===== src/sv/hkvo_pkg.sv =====
package hkvo_pkg;

    localparam int MAX_TARGETS_DEF = 12;
    localparam int DIST_BITS_DEF   = 24;

    // Configuration port: data as wide as the widest register.
    localparam int CFG_DATA_W = 4;
    localparam int CFG_IDX_W  = 1;

    localparam logic [CFG_IDX_W-1:0] REG_TARGET_COUNT = 1'd0;
    localparam logic [CFG_IDX_W-1:0] REG_HAS_EXIT     = 1'd1;

    // Memory read issued this cycle; the datapath consumes the data in the next cycle.
    typedef enum logic [2:0] {
        OP_NONE,
        OP_DP,
        OP_FIN,
        OP_LD_START,
        OP_LD_PAIR
    } t_op;

    typedef struct packed {
        t_op  op;
        logic solve_init;
        logic acc_init;
        logic cost_wr;
        logic fin_init;
        logic gr_init;
        logic scan_init;
        logic scan_step;
        logic pick;
        logic bt_init;
        logic bt_push;
        logic bt_next;
        logic emit_init;
        logic emit_step;
    } t_cmd;

    typedef struct packed {
        logic have_end;
        logic got;
        logic bt_single;
        logic emit_done;
    } t_sts;

endpackage


===== src/sv/hkvo_ctrl.sv =====
module hkvo_ctrl #(
    parameter int MAX_TARGETS = hkvo_pkg::MAX_TARGETS_DEF
) (
    input  logic                               i_clk,
    input  logic                               i_rst_n,
    input  logic                               i_in_valid,
    input  logic                               i_last_load,
    input  logic [$clog2(MAX_TARGETS+1)-1:0]   i_n,
    input  hkvo_pkg::t_sts                     i_sts,
    output logic                               o_in_ready,
    output hkvo_pkg::t_cmd                     o_cmd,
    output logic [MAX_TARGETS-1:0]             o_mask,
    output logic [$clog2(MAX_TARGETS)-1:0]     o_i,
    output logic [$clog2(MAX_TARGETS)-1:0]     o_j
);
    localparam int MT = MAX_TARGETS;
    localparam int TW = $clog2(MAX_TARGETS);
    localparam int IW = $clog2(MAX_TARGETS+1);

    typedef enum logic [15:0] {
        S_IDLE     = 16'h0001,
        S_DP_INIT  = 16'h0002,
        S_DP_RD    = 16'h0004,
        S_DP_LAST  = 16'h0008,
        S_DP_WR    = 16'h0010,
        S_FIN_RD   = 16'h0020,
        S_FIN_LAST = 16'h0040,
        S_FIN_DEC  = 16'h0080,
        S_BT_PUSH  = 16'h0100,
        S_BT_NEXT  = 16'h0200,
        S_GR_LD    = 16'h0400,
        S_GR_DRAIN = 16'h0800,
        S_GR_SCAN  = 16'h1000,
        S_GR_PICK  = 16'h2000,
        S_GR_UPD   = 16'h4000,
        S_EMIT     = 16'h8000
    } t_state;

    t_state          r_state, n_state;
    logic [MT-1:0]   r_mask, n_mask;
    logic [TW-1:0]   r_i, n_i;
    logic [TW-1:0]   r_j, n_j;
    logic [MT-1:0]   full;
    logic [MT-1:0]   jbit;
    logic [TW-1:0]   nm1;
    logic            i_last;
    logic            adv;

    assign full   = ~({MT{1'b1}} << i_n);
    assign jbit   = MT'(1) << r_j;
    assign nm1    = TW'(i_n - IW'(1));
    assign i_last = (r_i == nm1);

    assign o_mask = r_mask;
    assign o_i    = r_i;
    assign o_j    = r_j;

    always_comb begin
        n_state    = r_state;
        n_mask     = r_mask;
        n_i        = r_i;
        n_j        = r_j;
        o_cmd      = '0;
        o_cmd.op   = hkvo_pkg::OP_NONE;
        o_in_ready = 1'b0;
        adv        = 1'b0;
        unique case (r_state)
            S_IDLE: begin
                o_in_ready = 1'b1;
                if (i_in_valid && i_last_load) begin
                    o_cmd.solve_init = 1'b1;
                    n_mask = MT'(1);
                    n_j    = '0;
                    if (i_n == '0) begin
                        o_cmd.emit_init = 1'b1;
                        n_state = S_EMIT;
                    end else begin
                        n_state = S_DP_INIT;
                    end
                end
            end
            S_DP_INIT: begin
                if (!r_mask[r_j]) begin
                    adv = 1'b1;
                end else begin
                    o_cmd.acc_init = 1'b1;
                    n_i = '0;
                    n_state = (r_mask == jbit) ? S_DP_LAST : S_DP_RD;
                end
            end
            S_DP_RD: begin
                o_cmd.op = (r_mask[r_i] && r_i != r_j) ? hkvo_pkg::OP_DP : hkvo_pkg::OP_NONE;
                n_i = r_i + TW'(1);
                if (i_last) n_state = S_DP_LAST;
            end
            S_DP_LAST: n_state = S_DP_WR;
            S_DP_WR: begin
                o_cmd.cost_wr = 1'b1;
                adv = 1'b1;
            end
            S_FIN_RD: begin
                o_cmd.op = hkvo_pkg::OP_FIN;
                n_i = r_i + TW'(1);
                if (i_last) n_state = S_FIN_LAST;
            end
            S_FIN_LAST: n_state = S_FIN_DEC;
            S_FIN_DEC: begin
                if (i_sts.have_end) begin
                    o_cmd.bt_init = 1'b1;
                    n_state = S_BT_PUSH;
                end else begin
                    o_cmd.gr_init = 1'b1;
                    n_i = '0;
                    n_state = S_GR_LD;
                end
            end
            S_BT_PUSH: begin
                o_cmd.bt_push = 1'b1;
                if (i_sts.bt_single) begin
                    o_cmd.emit_init = 1'b1;
                    n_state = S_EMIT;
                end else begin
                    n_state = S_BT_NEXT;
                end
            end
            S_BT_NEXT: begin
                o_cmd.bt_next = 1'b1;
                n_state = S_BT_PUSH;
            end
            S_GR_LD: begin
                o_cmd.op = hkvo_pkg::OP_LD_START;
                n_i = r_i + TW'(1);
                if (i_last) n_state = S_GR_DRAIN;
            end
            S_GR_DRAIN: begin
                o_cmd.scan_init = 1'b1;
                n_i = '0;
                n_state = S_GR_SCAN;
            end
            S_GR_SCAN: begin
                o_cmd.scan_step = 1'b1;
                n_i = r_i + TW'(1);
                if (i_last) n_state = S_GR_PICK;
            end
            S_GR_PICK: begin
                if (i_sts.got) begin
                    o_cmd.pick = 1'b1;
                    n_i = '0;
                    n_state = S_GR_UPD;
                end else begin
                    o_cmd.emit_init = 1'b1;
                    n_state = S_EMIT;
                end
            end
            S_GR_UPD: begin
                o_cmd.op = hkvo_pkg::OP_LD_PAIR;
                n_i = r_i + TW'(1);
                if (i_last) n_state = S_GR_DRAIN;
            end
            S_EMIT: begin
                o_cmd.emit_step = 1'b1;
                if (i_sts.emit_done) n_state = S_IDLE;
            end
            default: n_state = S_IDLE;
        endcase

        // Step to the next end target, then to the next subset; after the full
        // subset the final pass over tour ends begins.
        if (adv) begin
            if (r_j == nm1) begin
                n_j = '0;
                if (r_mask == full) begin
                    o_cmd.fin_init = 1'b1;
                    n_i = '0;
                    n_state = S_FIN_RD;
                end else begin
                    n_mask = r_mask + MT'(1);
                    n_state = S_DP_INIT;
                end
            end else begin
                n_j = r_j + TW'(1);
                n_state = S_DP_INIT;
            end
        end
    end

    always_ff @(posedge i_clk) begin
        if (!i_rst_n) begin
            r_state <= S_IDLE;
            r_mask  <= '0;
            r_i     <= '0;
            r_j     <= '0;
        end else begin
            r_state <= n_state;
            r_mask  <= n_mask;
            r_i     <= n_i;
            r_j     <= n_j;
        end
    end

endmodule


===== config.mk =====
export PLATFORM = sky130hd
export DESIGN_NAME = hkvo_ctrl
export DESIGN_NICKNAME = d
export VERILOG_FILES = /design/src/sv/hkvo_pkg.sv /design/src/sv/hkvo_ctrl.sv
export SDC_FILE = /design/constraint.sdc
export NUM_CORES = 1
export LEC_CHECK = 0
export ABC_CLOCK_PERIOD_IN_PS = 4000
export BUFFER_PORTS_ARGS = -buffer_cell sky130_fd_sc_hd__buf_2
export CAP_MARGIN = 5
export CORE_ASPECT_RATIO = 1.25
export CORE_MARGIN = 2
export CORE_UTILIZATION = 45
export DETAILED_ROUTE_END_ITERATION = 7
export GPL_ROUTABILITY_DRIVEN = 0
export PLACE_DENSITY = 0.77
export SLEW_MARGIN = 20
export SYNTH_ARGS = -nofsm -noshare
export SYNTH_HDL_FRONTEND = slang
export SYNTH_SLANG_ARGS = --single-unit

===== constraint.sdc =====
create_clock -name i_clk -period 4 [get_ports i_clk]
set_input_delay 0.6 -clock i_clk [delete_from_list [all_inputs] [get_ports i_clk]]
set_output_delay 0.6 -clock i_clk [all_outputs]
set_load 0.05 [all_outputs]

==> results.cfg <==
[timing]
fin_crit_ns = 3.483
timing.slew.headroom_pct = 42.80
worst_slew_pin_slew_ns = 0.8569
timing.final.max_slew_violations = 0
setup_viol = 0
fmax_ghz = 0.2871
finClkSkew_ns = 0.008670
period_share_pct = 87.07
rsz0062_at_grt = no
tns_ns = 0
hold_viol_final = 0
worst_slack_ns = 0.5173

[die]
die_h_um = 97.63
core_area_um2 = 6892
io_pins = 49
dieArea_um2 = 7703
initial_core_util_pct = 45.79
placementRows = 34
chipWidth_um = 78.90

[logic_synthesis]
yosys_warnings = 0
yosys_register_bits = 36
synth_fp_nets = 432
synth_edf_count = 0
synth_cells = 409
synth_top_area_cell = dfxtp_1
synth_ff_type = dfxtp_1
syn-mean-instance-area_um2 = 7.715
synth.top_cell.area_share_pct = 22.84
synth.top_cells.by_area = dfxtp_1, ha_1, a21oi_1, nor2_1, xnor2_1
syn-cell-area_um2 = 3156
synth_cell_types = 68
async_flop_share_pct = 0
yosysSeqAreaShare_pct = 22.84

[final_layout]
final_util_pct = 50.71
area_growth_pct = 10.75
antenna_cells = 0
final_nets = 460
stdcell_count = 528
fillers = 700
drive_above_1_share_pct = 19.41

[global_route]
grt_max_degree = 28
grt_pass1_vias = 3037
antenna_found_initial = 0
globalRouteTotalUtil_pct = 23.81
grt_pass1_wl_um = 14610
overflow = 0

[pwr]
p_leak_nw = 1.460
comb_power_share_pct = 24.8
sw_frac_of_total_pct = 32.78
totalPowerFinal_mw = 0.9413
pwr-share-seq_pct = 40.3
worst_ir_drop_vdd_mv = 0.1994
p_sw_mw = 0.3086
pwr-share-clk_pct = 34.9
cellInternalPower_mw = 0.6327
powerDensity_nw_per_um2 = 269.4

[routing]
drc = 0
via_per_inst = 6.061
vias = 3200
wl_per_cell_um = 16.91
first_iter_violations = 191
routed_wl_um = 8927
firstDrtPassIters = 5
ant_nets = 0

[cts]
cts_buffer_depth = 2
cts_tree = built
postCtsSetupBuffers = 0
cts_buffers = 5
ctsHoldBuffers = 0
htreeDepth = 2
worstSkewPairLatency_ns = 0.31
clkTransAtPathRegs_ns = 0.08
post_cts_resized = 0
root_buffer = clkbuf_8
clock_sinks = 36

[place]
placed_cells = 520
post-dp-hpwl_um = 6635
dp_slack_ns = 0.7555
port_buffers = 48

[worst_setup_path]
cp-start-kind = flop
cp-end-kind = output pin
arrival_ns = 2.88
critPathSlowestCell = dfxtp_1
slowest_delay_ns = 0.88
timing.critical_path.mode_cell = nor2_1
critical_path.top_delay_family = flip-flops
cp_data_required_time_ns = 3.40
critPathMaxFanout = 27
critical_path_class = reg -> out
path_cells = mux4_2, nor2_1, or4_4, a31o_1, nand2_1, nor2_1, buf_2
cp.buffers_inverters = 1

[job]
drv_cap = 0

[status]
status = finished, final reports clean

[min_path]
hp-class = in -> reg
-- flip-flops by register name, summed over array words and instances, names as in the netlist --
| name | cells |
|---|---|
| o_mask | 12 |
| o_j | 4 |
| r_state | 16 |
| o_i | 4 |
-- per-layer routing --
layer,vias to the layer above,share of wire [%],global-route usage (%)
met2,144,50,41.29
met3,29,7.1,4.275
met4,0,3.5,11.80
li1,1545,-,-
met1,1482,39,27.75
met5,-,0,0
-- cell usage after synthesis, types with 3 or more instances --
cell / number
clkbuf_1: 19
nor4_2: 5
nor4_1: 6
and2_1: 5
a31oi_1: 5
a211o_1: 5
dfxtp_1: 36
o21a_1: 4
nand2b_1: 15
buf_2: 7
xnor2_1: 14
o2111ai_1: 3
a21oi_1: 27
and3_1: 8
nor2_1: 36
inv_1: 20
xor2_1: 8
nor2b_1: 4
o31ai_1: 4
a21o_1: 6
nor3b_1: 8
nor3_1: 16
ha_1: 11
nand2_1: 28
mux4_2: 5
mux2i_1: 3
or4_4: 3
nand3_1: 16
buf_6: 3
o21ai_0: 17
nand4_1: 11
a21boi_0: 3
nand3b_1: 4
-- cell usage in the layout (no fill, tap or decap), types with 4 or more instances in the layout --
master / n
a211o_1: 5
a21o_1: 6
a21oi_1: 27
a31oi_1: 5
and2_1: 5
and3_1: 8
buf_2: 48
buf_4: 5
clkbuf_8: 5
dfxtp_1: 36
ha_1: 11
inv_1: 20
mux4_2: 5
nand2_1: 28
nand2b_1: 15
nand3_1: 16
nand3b_1: 4
nand4_1: 11
nor2_1: 36
nor2b_1: 4
nor3_1: 16
nor3b_1: 8
nor4_1: 6
nor4_2: 5
o21a_1: 4
o21ai_0: 17
o31ai_1: 4
xnor2_1: 14
xor2_1: 8
-- metrics by stage --
step	hold slack (ns)	instance area, um^2
after floorplan	0.4597	3156
after global placement	0.4864	3387
after detailed placement	0.4957	3387
after CTS	0.4652	3495
after global routing	0.4906	3495
final	0.4621	3495
-- power by group through the flow --
stage	clock, mW	sequential, mW	combinational (mW)
final	0.328	0.379	0.234
after global routing	0.346	0.381	0.253
after CTS	0.333	0.379	0.231
after detailed placement	0	0.387	0.229
after global placement	0	0.387	0.225
after floorplan	0	0.387	0.181
-- path summary, 6_finish.rpt --
check	from	end	slack, ns	depth (start not counted)
setup / recovery	o_j[3]	o_cmd[9]	0.52	7
hold / removal	i_sts[1]	r_state[9]	0.46	2
setup reg to reg	o_j[3]	r_state[2]	0.93	6
hold reg to reg	r_state[4]	r_state[6]	0.51	1
-- cell families after synthesis --
group / Yosys count / share of synthesized area (%)
simple gates: 185 / 34.02
xor+xnor: 22 / 6.106
fa+ha+maj: 11 / 4.362
mux: 9 / 4.877
compound gates: 94 / 20.38
flops: 36 / 22.84
buf+inv: 52 / 7.414
-- layout make-up --
class	instances	area, um^2	area share, %
multi-input cells	321	2201	62.98
flip-flops and latches	36	720.7	20.62
well taps	90	112.6	3.222
clock inverters	2	35.03	1.003
repair buffers	53	277.8	7.948
clock buffers	6	72.57	2.077
inverters	20	75.07	2.148
-- worst reg2reg max path: stages, from the launching register on --
cell and delay [ns]:
dfxtp_1 0.88, mux4_2 0.34, nor2_1 0.04, or4_4 0.54, a31o_1 0.37, or4b_4 0.63
o22ai_1 0.19
Note: power is estimated with default switching activity, not from simulation.
